### src/design/arx_pkg.sv
package arx_pkg;

  localparam int ROUND_PAIRS_DEF = 5;
  localparam int CFG_IDX_W       = 3;
  localparam int BLOCK_BYTES     = 64;
  localparam int POS_W           = 7;
  localparam int QUEUE_DEPTH     = 4;
  localparam int QPTR_W          = $clog2(QUEUE_DEPTH);

  localparam logic [31:0] CONST_A = 32'hd2436335;
  localparam logic [31:0] CONST_B = 32'hb2052534;

  typedef logic [31:0] word_t;
  typedef logic [15:0][31:0] block_t;

  typedef enum logic [CFG_IDX_W-1:0] {
    REG_KEY01,
    REG_KEY23,
    REG_KEY45,
    REG_KEY67,
    REG_NONCE01,
    REG_NONCE23,
    REG_NONCE4,
    REG_COUNTER
  } cfg_reg_t;

  // One queued item, already split into restart and data work.
  typedef struct packed {
    logic       restart;
    logic [7:0] data;
    logic       ends;
  } item_t;

  // Requests from the byte engine to the keystream generator.
  typedef struct packed {
    logic restart;
    logic take;
  } kg_ctrl_t;

  function automatic word_t rotl(input word_t x, input int n);
    return (x << n) | (x >> (32 - n));
  endfunction

  function automatic block_t build_image(input logic [63:0] k01, input logic [63:0] k23,
                                         input logic [63:0] k45, input logic [63:0] k67,
                                         input logic [63:0] n01, input logic [63:0] n23,
                                         input logic [31:0] n4, input logic [31:0] ctr);
    block_t img;
    img[0]  = k01[31:0];
    img[1]  = k01[63:32];
    img[2]  = k23[31:0];
    img[3]  = k23[63:32];
    img[4]  = k45[31:0];
    img[5]  = k45[63:32];
    img[6]  = k67[31:0];
    img[7]  = k67[63:32];
    img[8]  = n01[31:0];
    img[9]  = n01[63:32];
    img[10] = CONST_A;
    img[11] = CONST_B;
    img[12] = n23[31:0];
    img[13] = n23[63:32];
    img[14] = n4;
    img[15] = ctr;
    return img;
  endfunction

  // One mixing round. The four add groups touch disjoint words, so the
  // depth is one four-input XOR and two dependent adds.
  function automatic block_t mix(input block_t s_in);
    block_t s;
    s = s_in;
    s[0] = s[0] ^ s[15] ^ s[14] ^ s[13];
    s[1] = s[1] ^ s[12] ^ s[11] ^ s[10];
    s[2] = s[2] ^ s[9] ^ s[8] ^ s[7];
    s[3] = s[3] ^ s[6] ^ s[5] ^ s[4];

    s[0]  = s[0] + rotl(s[5], 3);
    s[5]  = s[5] + rotl(s[10], 5);
    s[10] = s[10] + rotl(s[15], 7);
    s[15] = s[15] + s[0];

    s[4]  = s[4] + rotl(s[9], 11);
    s[9]  = s[9] + rotl(s[14], 13);
    s[14] = s[14] + rotl(s[3], 17);
    s[3]  = s[3] + s[4];

    s[8]  = s[8] + rotl(s[13], 19);
    s[13] = s[13] + rotl(s[2], 23);
    s[2]  = s[2] + rotl(s[7], 29);
    s[7]  = s[7] + s[8];

    s[12] = s[12] + rotl(s[1], 31);
    s[1]  = s[1] + rotl(s[6], 1);
    s[6]  = s[6] + rotl(s[11], 2);
    s[11] = s[11] + s[12];
    return s;
  endfunction

endpackage

### src/design/arx_cfg.sv
module arx_cfg (
  input  logic                           clk,
  input  logic                           rst,
  input  logic                           cfg_valid,
  output logic                           cfg_ready,
  input  logic [arx_pkg::CFG_IDX_W-1:0]  cfg_index,
  input  logic [63:0]                    cfg_data,
  output arx_pkg::block_t                load_image
);
  import arx_pkg::*;

  logic [63:0] key01;
  logic [63:0] key23;
  logic [63:0] key45;
  logic [63:0] key67;
  logic [63:0] nonce01;
  logic [63:0] nonce23;
  logic [31:0] nonce4;
  logic [31:0] counter;

  assign cfg_ready = 1'b1;

  always_ff @(posedge clk) begin
    if (rst) begin
      key01   <= '0;
      key23   <= '0;
      key45   <= '0;
      key67   <= '0;
      nonce01 <= '0;
      nonce23 <= '0;
      nonce4  <= '0;
      counter <= '0;
    end else if (cfg_valid) begin
      unique case (cfg_reg_t'(cfg_index))
        REG_KEY01:   key01   <= cfg_data;
        REG_KEY23:   key23   <= cfg_data;
        REG_KEY45:   key45   <= cfg_data;
        REG_KEY67:   key67   <= cfg_data;
        REG_NONCE01: nonce01 <= cfg_data;
        REG_NONCE23: nonce23 <= cfg_data;
        REG_NONCE4:  nonce4  <= cfg_data[31:0];
        REG_COUNTER: counter <= cfg_data[31:0];
        default:     key01   <= key01;
      endcase
    end
  end

  assign load_image = build_image(key01, key23, key45, key67, nonce01, nonce23, nonce4, counter);

endmodule

### src/design/arx_front.sv
module arx_front (
  input  logic           clk,
  input  logic           rst,
  input  logic           in_valid,
  output logic           in_ready,
  input  logic           action,
  input  logic [7:0]     data_byte,
  input  logic           ends_call,
  output logic           head_valid,
  output arx_pkg::item_t head,
  input  logic           pop
);
  import arx_pkg::*;

  item_t             queue [QUEUE_DEPTH];
  logic [QPTR_W-1:0] wr_ptr;
  logic [QPTR_W-1:0] rd_ptr;
  logic [QPTR_W:0]   count;
  logic              push;
  logic              do_pop;
  item_t             entry;

  assign in_ready   = (count != (QPTR_W + 1)'(QUEUE_DEPTH));
  assign head_valid = (count != '0);
  assign push       = in_valid && in_ready;
  assign do_pop     = pop && head_valid;
  assign head       = queue[rd_ptr];

  always_comb begin
    entry.restart = action;
    entry.data    = data_byte;
    entry.ends    = ends_call;
  end

  always_ff @(posedge clk) begin
    if (push) begin
      queue[wr_ptr] <= entry;
    end
  end

  always_ff @(posedge clk) begin
    if (rst) begin
      wr_ptr <= '0;
      rd_ptr <= '0;
      count  <= '0;
    end else begin
      if (push) begin
        wr_ptr <= wr_ptr + 1'b1;
      end
      if (do_pop) begin
        rd_ptr <= rd_ptr + 1'b1;
      end
      if (push && !do_pop) begin
        count <= count + 1'b1;
      end else if (do_pop && !push) begin
        count <= count - 1'b1;
      end
    end
  end

endmodule

### src/design/arx_keygen.sv
module arx_keygen #(
  parameter int ROUND_PAIRS = arx_pkg::ROUND_PAIRS_DEF
) (
  input  logic              clk,
  input  logic              rst,
  input  arx_pkg::block_t   load_image,
  input  arx_pkg::kg_ctrl_t ctrl,
  output logic              blk_valid,
  output arx_pkg::block_t   blk
);
  import arx_pkg::*;

  localparam int ROUNDS = 2 * ROUND_PAIRS;
  localparam int RND_W  = $clog2(ROUNDS);
  localparam logic [RND_W-1:0] RND_LAST = RND_W'(ROUNDS - 1);

  block_t           cs;
  block_t           ws;
  block_t           ws_mixed;
  logic [RND_W-1:0] rnd;
  logic             busy;
  logic             start;
  logic             step;
  logic             finish;

  assign ws_mixed = mix(ws);

  // A new block is started as soon as the round unit is free, so the next
  // block is ready well before the byte engine runs out of the current one.
  assign start  = !busy && !ctrl.restart;
  assign step   = busy && (rnd != RND_LAST) && !ctrl.restart;
  assign finish = busy && (rnd == RND_LAST) && !ctrl.restart && (!blk_valid || ctrl.take);

  always_ff @(posedge clk) begin
    if (rst) begin
      cs        <= build_image('0, '0, '0, '0, '0, '0, '0, '0);
      busy      <= 1'b0;
      rnd       <= '0;
      blk_valid <= 1'b0;
    end else if (ctrl.restart) begin
      cs        <= load_image;
      busy      <= 1'b0;
      blk_valid <= 1'b0;
    end else begin
      if (start) begin
        // The counter moves on for every block drawn from the state.
        cs[14] <= cs[14] + 32'(cs[15] == '0);
        cs[15] <= cs[15] + 32'd1;
        busy   <= 1'b1;
        rnd    <= '0;
      end else if (step) begin
        rnd <= rnd + 1'b1;
      end else if (finish) begin
        busy <= 1'b0;
      end
      if (finish) begin
        blk_valid <= 1'b1;
      end else if (ctrl.take) begin
        blk_valid <= 1'b0;
      end
    end
  end

  always_ff @(posedge clk) begin
    if (start) begin
      ws <= cs;
    end else if (step) begin
      ws <= ws_mixed;
    end
    if (finish) begin
      blk <= ws_mixed;
    end
  end

endmodule

### src/design/arx_back.sv
module arx_back (
  input  logic               clk,
  input  logic               rst,
  input  logic               head_valid,
  input  arx_pkg::item_t     head,
  output logic               pop,
  output arx_pkg::kg_ctrl_t  ctrl,
  input  logic               blk_valid,
  input  arx_pkg::block_t    blk,
  output logic               out_valid,
  input  logic               out_ready,
  output logic [7:0]         out_byte
);
  import arx_pkg::*;

  localparam logic [POS_W-1:0] POS_EMPTY = POS_W'(BLOCK_BYTES);

  block_t           cur;
  logic [POS_W-1:0] pos;
  logic [POS_W-1:0] pos_next;
  logic             out_free;
  logic             exhausted;
  logic             data_go;
  logic [5:0]       idx;
  block_t           src;
  logic [7:0]       ks;

  assign out_free  = !out_valid || out_ready;
  assign exhausted = pos[POS_W-1];

  always_comb begin
    data_go      = head_valid && !head.restart && out_free && (!exhausted || blk_valid);
    ctrl.restart = head_valid && head.restart;
    ctrl.take    = data_go && exhausted;
    pop          = ctrl.restart || data_go;
  end

  // A fresh block is used directly from the generator for its first byte.
  always_comb begin
    src = exhausted ? blk : cur;
    idx = exhausted ? 6'd0 : pos[5:0];
    ks  = src[idx[5:2]][{idx[1:0], 3'b000} +: 8];
  end

  always_comb begin
    pos_next = pos;
    if (ctrl.restart) begin
      pos_next = POS_EMPTY;
    end else if (data_go) begin
      if (head.ends) begin
        pos_next = POS_EMPTY;
      end else begin
        pos_next = POS_W'(idx) + 1'b1;
      end
    end
  end

  always_ff @(posedge clk) begin
    if (rst) begin
      pos       <= POS_EMPTY;
      out_valid <= 1'b0;
    end else begin
      pos <= pos_next;
      if (out_free) begin
        out_valid <= data_go;
      end
    end
  end

  always_ff @(posedge clk) begin
    if (ctrl.take) begin
      cur <= blk;
    end
    if (data_go) begin
      out_byte <= head.data ^ ks;
    end
  end

endmodule

### src/design/arx_stream_cipher_xor_top.sv
// An accepted byte passes the item queue and then the output register, given a keystream
// block. Throughput: one byte per cycle within a call while the output is taken. A block is
// a load step, then one round per cycle (the last held until the prior block is taken), and
// one is prepared ahead; the first byte after a restart waits for a whole block to be built.
// Reset clears the registers, loads the state image of zero registers, empties the item
// queue and marks the block as used up; a first block is generated at once.
module arx_stream_cipher_xor_top #(
  parameter int ROUND_PAIRS = arx_pkg::ROUND_PAIRS_DEF
) (
  input  logic                          clk,
  input  logic                          rst,
  input  logic                          in_valid,
  output logic                          in_ready,
  input  logic                          action,
  input  logic [7:0]                    data_byte,
  input  logic                          ends_call,
  output logic                          out_valid,
  input  logic                          out_ready,
  output logic [7:0]                    out_byte,
  input  logic                          cfg_valid,
  output logic                          cfg_ready,
  input  logic [arx_pkg::CFG_IDX_W-1:0] cfg_index,
  input  logic [63:0]                   cfg_data
);
  import arx_pkg::*;

  block_t   load_image;
  item_t    head;
  logic     head_valid;
  logic     pop;
  kg_ctrl_t ctrl;
  logic     blk_valid;
  block_t   blk;

  arx_cfg u_cfg (
    .clk        (clk),
    .rst        (rst),
    .cfg_valid  (cfg_valid),
    .cfg_ready  (cfg_ready),
    .cfg_index  (cfg_index),
    .cfg_data   (cfg_data),
    .load_image (load_image)
  );

  arx_front u_front (
    .clk        (clk),
    .rst        (rst),
    .in_valid   (in_valid),
    .in_ready   (in_ready),
    .action     (action),
    .data_byte  (data_byte),
    .ends_call  (ends_call),
    .head_valid (head_valid),
    .head       (head),
    .pop        (pop)
  );

  arx_keygen #(
    .ROUND_PAIRS (ROUND_PAIRS)
  ) u_keygen (
    .clk        (clk),
    .rst        (rst),
    .load_image (load_image),
    .ctrl       (ctrl),
    .blk_valid  (blk_valid),
    .blk        (blk)
  );

  arx_back u_back (
    .clk        (clk),
    .rst        (rst),
    .head_valid (head_valid),
    .head       (head),
    .pop        (pop),
    .ctrl       (ctrl),
    .blk_valid  (blk_valid),
    .blk        (blk),
    .out_valid  (out_valid),
    .out_ready  (out_ready),
    .out_byte   (out_byte)
  );

endmodule
### config.mk
export PLATFORM = sky130hd
export DESIGN_NAME = arx_stream_cipher_xor_top
export DESIGN_NICKNAME = d
export VERILOG_FILES = /design/src/design/arx_pkg.sv /design/src/design/arx_cfg.sv /design/src/design/arx_front.sv /design/src/design/arx_keygen.sv /design/src/design/arx_back.sv /design/src/design/arx_stream_cipher_xor_top.sv
export SDC_FILE = /design/constraint.sdc
export NUM_CORES = 2
export LEC_CHECK = 0
export CAP_MARGIN = 5
export CORE_UTILIZATION = 35
export CTS_CLUSTER_SIZE = 30
export DETAILED_ROUTE_END_ITERATION = 12
export DONT_BUFFER_PORTS = 1
export SKIP_LAST_GASP = 1
export SLEW_MARGIN = 30
export SYNTH_ARGS = -nofsm -noshare
export SYNTH_HDL_FRONTEND = slang
export SYNTH_SLANG_ARGS = --single-unit
### constraint.sdc
create_clock -name clk -period 94 [get_ports clk]
set_input_delay 18.8 -clock clk [delete_from_list [all_inputs] [get_ports clk]]
set_output_delay 18.8 -clock clk [all_outputs]
set_load 0.01 [all_outputs]
### Word level (Yosys, flattened, before mapping)

Memory sizes are Yosys's and may differ from the RTL's. A register that Yosys moved wholly into a read port is not among the register bits.
Cells that the tools add are included.

| word-level totals | value |
|---|---|
| register bits after elaboration | 2461 |
| memory bits (writable) | 40 |
| input port bits | 82 |
| word-level logic and storage cells | 211 |
| memories | 1 |
| output and inout bits | 11 |

| cells by class | value |
|---|---|
| eq/ne operators | 11 |
| multiplexer cells | 22 |
| add/subtract/negate cells | 24 |
| shift-type cells | 1 |
| $lt $le $gt $ge | 1 |
| reduce and logical (&&, ||, !) cells | 46 |
| bitwise operators | 26 |

Memory list:

| memory | depth | bits a word | read ports | clocked after Yosys merged registers in | write ports | RTL line | text |
|---|---|---|---|---|---|---|---|
| u_front.queue | 4 | 10 | 1 | 1 | 1 | arx_front.sv:15 | `item_t queue [QUEUE_DEPTH];` |

Operators by type and width:

| operator | count |
|---|---|
| 512-bit 2-to-1 mux | 3 |
| 32-bit adder | 16 |
| 32-bit bitwise XOR | 12 |
| 32-bit binary-select mux with 4-bit select | 1 |
| 64-bit 2-to-1 mux | 2 |
| 32-bit by 1-bit adder with 32-bit output | 1 |
| 32-bit by 1-bit adder with 32-bit output (second input constant) | 1 |
| 32-bit zero test | 1 |
| 32-bit 2-to-1 mux | 1 |
| 32-bit by 1-bit bitwise OR with 32-bit output | 1 |
| 32-bit by 11-bit bitwise OR with 32-bit output | 1 |
| 32-bit by 13-bit bitwise OR with 32-bit output | 1 |
| 32-bit by 17-bit bitwise OR with 32-bit output | 1 |
| 32-bit by 19-bit bitwise OR with 32-bit output | 1 |
| 32-bit by 2-bit bitwise OR with 32-bit output | 1 |
| 32-bit by 23-bit bitwise OR with 32-bit output | 1 |
| 32-bit by 29-bit bitwise OR with 32-bit output | 1 |
| 32-bit by 3-bit bitwise OR with 32-bit output | 1 |
| 32-bit by 31-bit bitwise OR with 32-bit output | 1 |
| 32-bit by 5-bit bitwise OR with 32-bit output | 1 |
| 32-bit by 7-bit bitwise OR with 32-bit output | 1 |
| 32-bit by 6-bit indexed part select with 8-bit output | 1 |
| 2-bit AND reduction | 10 |
| 1-bit logical AND | 15 |
| 27 further kinds | 55 |

### Depth between registers and ports, before layout

| depth | value |
|---|---|
| depth after elaboration | 10 |
| mapped depth | 24 |
| gate-level depth less buffers | 23 |

### Hierarchy

Synthesis repeated with hierarchy kept, for this count alone.

| unflattened totals | value |
|---|---|
| cell total of the unflattened synthesis | 11025 |
| area, all modules | 124418.1 um^2 |

Modules (own cells, without submodules):

| module | area an instance (um^2) | instances | sequential area each (um^2) | cells each |
|---|---|---|---|---|
| arx_keygen | 83665.2 | 1 | 41119.4 | 8092 |
| arx_back | 20921.3 | 1 | 15775.1 | 1207 |
| arx_cfg | 17903.4 | 1 | 8968.6 | 1626 |
| arx_front | 1928.1 | 1 | 1381.3 | 100 |

### Least setup slack after synthesis

Ideal clock, no wire load.

| path | value |
|---|---|
| path type | input to register |
| start | input out_ready |
| end | register u_keygen.blk[0] (netlist name) (enable) |
| required time | 91.855 ns |
| setup time | 2.145 ns |
| arrival | 56.940 ns |
| setup slack | 34.915 ns |
| buffers on the path | 0 |
| stages | 6 |
| path through | nand2b_1 o21ai_0 or3_1 inv_1 nand2_1 a211oi_1 |

| between the ends | value |
|---|---|
| cells in the longest elaborated chain, start to end | 6 |

RTL lines:

| item | RTL line | text |
|---|---|---|
| start, declared | arx_stream_cipher_xor_top.sv:18 | `input logic out_ready,` |
| 1-bit logical OR | arx_back.sv:28 | `assign out_free = !out_valid \|\| out_ready;` |
| 1-bit logical AND (2 in a row) | arx_back.sv:32 | `data_go = head_valid && !head.restart && out_free && (!exhausted \|\| blk_valid);` |
| named net u_back.data_go | arx_back.sv:23 | `logic data_go;` |
| 1-bit logical AND | arx_back.sv:34 | `ctrl.take = data_go && exhausted;` |
| 1-bit logical OR | arx_keygen.sv:32 | `assign finish = busy && (rnd == RND_LAST) && !ctrl.restart && (!blk_valid \|\| ctrl.take);` |
| 1-bit logical AND | arx_keygen.sv:32 |  |
| named net u_keygen.finish | arx_keygen.sv:24 | `logic finish;` |
| end signal, assigned | arx_keygen.sv:71 | `blk <= ws_mixed;` |
| end, declared | arx_keygen.sv:9 | `output arx_pkg::block_t blk` |

The timed path passes the listed nets, and every way through them passes these cells.
A chain may end at the register's enable or synchronous reset.

### Worst setup path in the final report

| path | value |
|---|---|
| start | input out_ready |
| end | register u_keygen.blk[119] (netlist name) (enable) |

The elaborated chain is that of the path after synthesis.

==> out/metrics.yaml <==
run_status:
  status: "finished with violations"
  violations: "design-rule violations"
worst_setup_path:
  crit_slowest_cell: "a211oi_4"
  worstSetupPathType: "in2reg"
  critPathMaxStageDelay_ns: 0.91
  critPathArrivalTime_ns: 23.02
  crit_chain: "nand2b_1, o21ai_0, or3_1, inv_1, nand2_1, a211oi_4, buf_12, buf_12"
  endpoint_kind: "flop"
  crit_family: "buffers and inverters"
  reg2reg_slack_ns: 86.03
  cp_num_buf_inv: 3
  worstSetupStartpointType: "input pin"
  worstRegToRegCells: 21
  crit_path_start: "out_ready"
  crit_fanout: 154
  crit_required_ns: 94.55
  r2r_end: "u_keygen.ws[127]"
  crit_path_frequent_cell: "buf_12"
  timing.rr.start: "u_keygen.ws[309]"
cts:
  clkTransAtPathRegs_ns: 0.06
  clk_latency_ns: 0.94
  cts_tree: "yes"
  cts_max_level: 5
  clockBufferDepth: 4
  cts_hold_buf: 0
  cts_sinks: 2503
  root_buffer: "clkbuf_16"
  cts_resized: 0
  post_cts_buffers: 0
  cts_buffers: 279
sta:
  skew_ns: 0.0743
  period_minus_slack_ns: 22.47
  post-route-period-util_pct: 23.9
  timing.final.max_slew_violations: 0
  relSlewSlack_pct: 16.6
  setup_violations: 0
  fmax_ghz: 0.0445
  rsz0062_at_grt: "no"
  hold_violations: 0
  worst_pin_slew_ns: 1.25
  fin_tns_setup_ns: 0
synthesis:
  synth-edff-count: 1584
  syn-num-nets: 11900
  yosysSeqAreaShare_pct: 55.2
  ys_ff_latch: 2503
  yosys_most_used_dff: "edfxtp_1"
  synthesis.area_um2: 120000
  synth_cell_types: 89
  synth-async-reset-ratio_pct: 0
  synth_area_per_cell_um2: 10.6
  ys_warn_count: 0
  syn_inst: 11300
min_path:
  min_path_cells: 0
  min_from: "u_keygen.blk[465]"
  holdPathEnd: "u_back.cur[465]"
  hold_path.class: "reg2reg"
placed_design:
  placed_area_um2: 125000
  placed_cells: 15400
  port_buffers: 0
  routabilityCongestion: 1.03
  dp_hpwl_mm: 377
grt:
  grt_pass1_wl_mm: 671
  gr-total-overflow: 0
  grt_pass1_vias: 81300
  grt_max_degree: 911
  grt.total_usage_pct: 28.3
  antenna_found_initial: 77
floorplanning:
  std_cell_rows: 214
  die_area_um2: 344000
  io_pins: 93
  coreArea_um2: 340000
  die_h_um: 586
  start_util_pct: 35.2
  die_w_um: 586
routing:
  ant_nets: 0
  routed_wl_mm: 500
  drt-initial-drc-count: 12500
  wl_per_cell_um: 31.3
  drtPass1Iterations: 10
  vias_per_cell: 5.68
  vias: 90600
  drc_errors: 16
flow_run:
  maxCapViolCount: 0
layout:
  fin_area_um2: 134000
  layout.cells.non_filler: 15900
  layout.nets: 11800
  syn_to_final_growth_pct: 12.3
  drive_gt1_share_pct: 8.54
cells by family after synthesis:
| group | share of synthesized area [%] |
|---|---|
| muxes | 4.48 |
| xor gates and xnor gates | 6.52 |
| adders and majority gates | 5.65 |
| buffers and inverters | 2.37 |
| DFF | 55.2 |
| other | 0.00314 |
| and+or+nand+nor | 13.4 |
| AOI/OAI and AO/OA | 12.3 |
sequential cells by signal (all words and copies together), names as in the netlist, named ones only:
name                flops
u_keygen.cs           448
u_keygen.ws           512
u_cfg.counter          32
u_cfg.key01            64
u_back.pos              7
u_keygen.blk          512
u_cfg.nonce01          64
u_cfg.nonce23          64
u_keygen.blk_valid      1
u_cfg.nonce4           32
u_cfg.key23            64
u_front.wr_ptr          2
u_cfg.key67            64
u_keygen.rnd            4
u_front.rd_ptr          2
u_cfg.key45            64
u_back.cur            512
u_front.count           3
u_back.out_valid        1
u_front.queue          40
u_keygen.busy           1
u_back.out_byte         8
metrics by stage:
| stage | worst slack, ns | utilization (%) | hold slack, ns |
|---|---|---|---|
| 2_1_floorplan | 34.92 | - | 0.400 |
| 3_3_place_gp | 70.54 | 36.6 | 0.400 |
| 3_5_place_dp | 70.39 | 36.7 | 0.405 |
| 4_1_cts | 71.36 | 39.4 | 0.387 |
| 5_1_grt | 71.19 | 39.5 | 0.406 |
| 6_report | 71.53 | 39.5 | 0.391 |
placed cells by master, fill, tap and decap left out, types with 42 or more instances in the layout:
cell          n
o21bai_1     70
a31oi_1      42
clkbuf_1     64
dfxtp_1     915
o21a_1       67
edfxtp_1   1584
a21o_1      228
xor2_1      308
nand3_1     103
nor3_1       91
mux4_2      146
ha_1        513
clkbuf_16   294
mux2_2      151
xnor2_1     541
o21ai_0     259
nand2b_1     74
and2_1       71
nor2b_1      93
nor2_1      403
a211oi_1    144
and3_1       75
buf_4       121
a21oi_1    1324
nand2_1    2677
nand4_1      69
inv_1       203
worst max-delay path by stage:
| stage | end | slack (ns) | depth (start not counted) |
|---|---|---|---|
| 2_1_floorplan | u_keygen.blk[0] | 34.92 | 6 |
| 3_3_place_gp | u_keygen.blk[235] | 70.54 | 8 |
| 3_5_place_dp | u_keygen.blk[75] | 70.39 | 8 |
| 4_1_cts | u_keygen.blk[230] | 71.36 | 8 |
| 5_1_grt | u_keygen.blk[505] | 71.19 | 8 |
| 6_report | u_keygen.blk[119] | 71.53 | 8 |
layout make-up:
| cell class | count | area (um2) |
|---|---|---|
| Inverter | 205 | 777 |
| Tap cell | 4536 | 5680 |
| Multi-Input combinational cell | 8021 | 51200 |
| Clock buffer | 386 | 7970 |
| Fill cell | 33000 | 206000 |
| Clock inverter | 125 | 1390 |
| Sequential cell | 2503 | 66000 |
| Antenna cell | 26 | 65.1 |
| Timing Repair Buffer | 136 | 1190 |
synth_stat cells (32+ instances only):
cell | instances | area, um2
a211oi_1 | 148 | 1110
a21boi_0 | 35 | 263
a21o_1 | 228 | 1710
a21oi_1 | 1325 | 6630
a31oi_1 | 42 | 263
and2_1 | 71 | 444
and3_1 | 75 | 469
clkbuf_1 | 468 | 1760
clkbuf_2 | 32 | 160
dfxtp_1 | 919 | 18400
edfxtp_1 | 1584 | 47600
ha_1 | 513 | 6420
inv_1 | 204 | 766
mux2_2 | 151 | 1700
mux2i_1 | 37 | 370
mux4_2 | 146 | 3290
nand2_1 | 2680 | 10100
nand2b_1 | 76 | 475
nand3_1 | 106 | 531
nand4_1 | 69 | 432
nor2_1 | 411 | 1540
nor2b_1 | 94 | 588
nor3_1 | 95 | 475
o21a_1 | 67 | 503
o21ai_0 | 261 | 1310
o21bai_1 | 70 | 526
o31ai_1 | 32 | 240
or3_1 | 36 | 225
xnor2_1 | 572 | 5010
xor2_1 | 311 | 2720
routing by layer:
metal	track usage (%)	vias to the layer above	wire [um]
met3	6.08	834	57000
met4	15.8	14	32200
met2	40.9	4865	209000
met5	0	-	87
met1	39.2	45000	202000
li1	-	39800	-
Power is left out: the tool's default activity adds up to more than one toggle a clock period on the data nets, which glitch-free logic cannot reach.
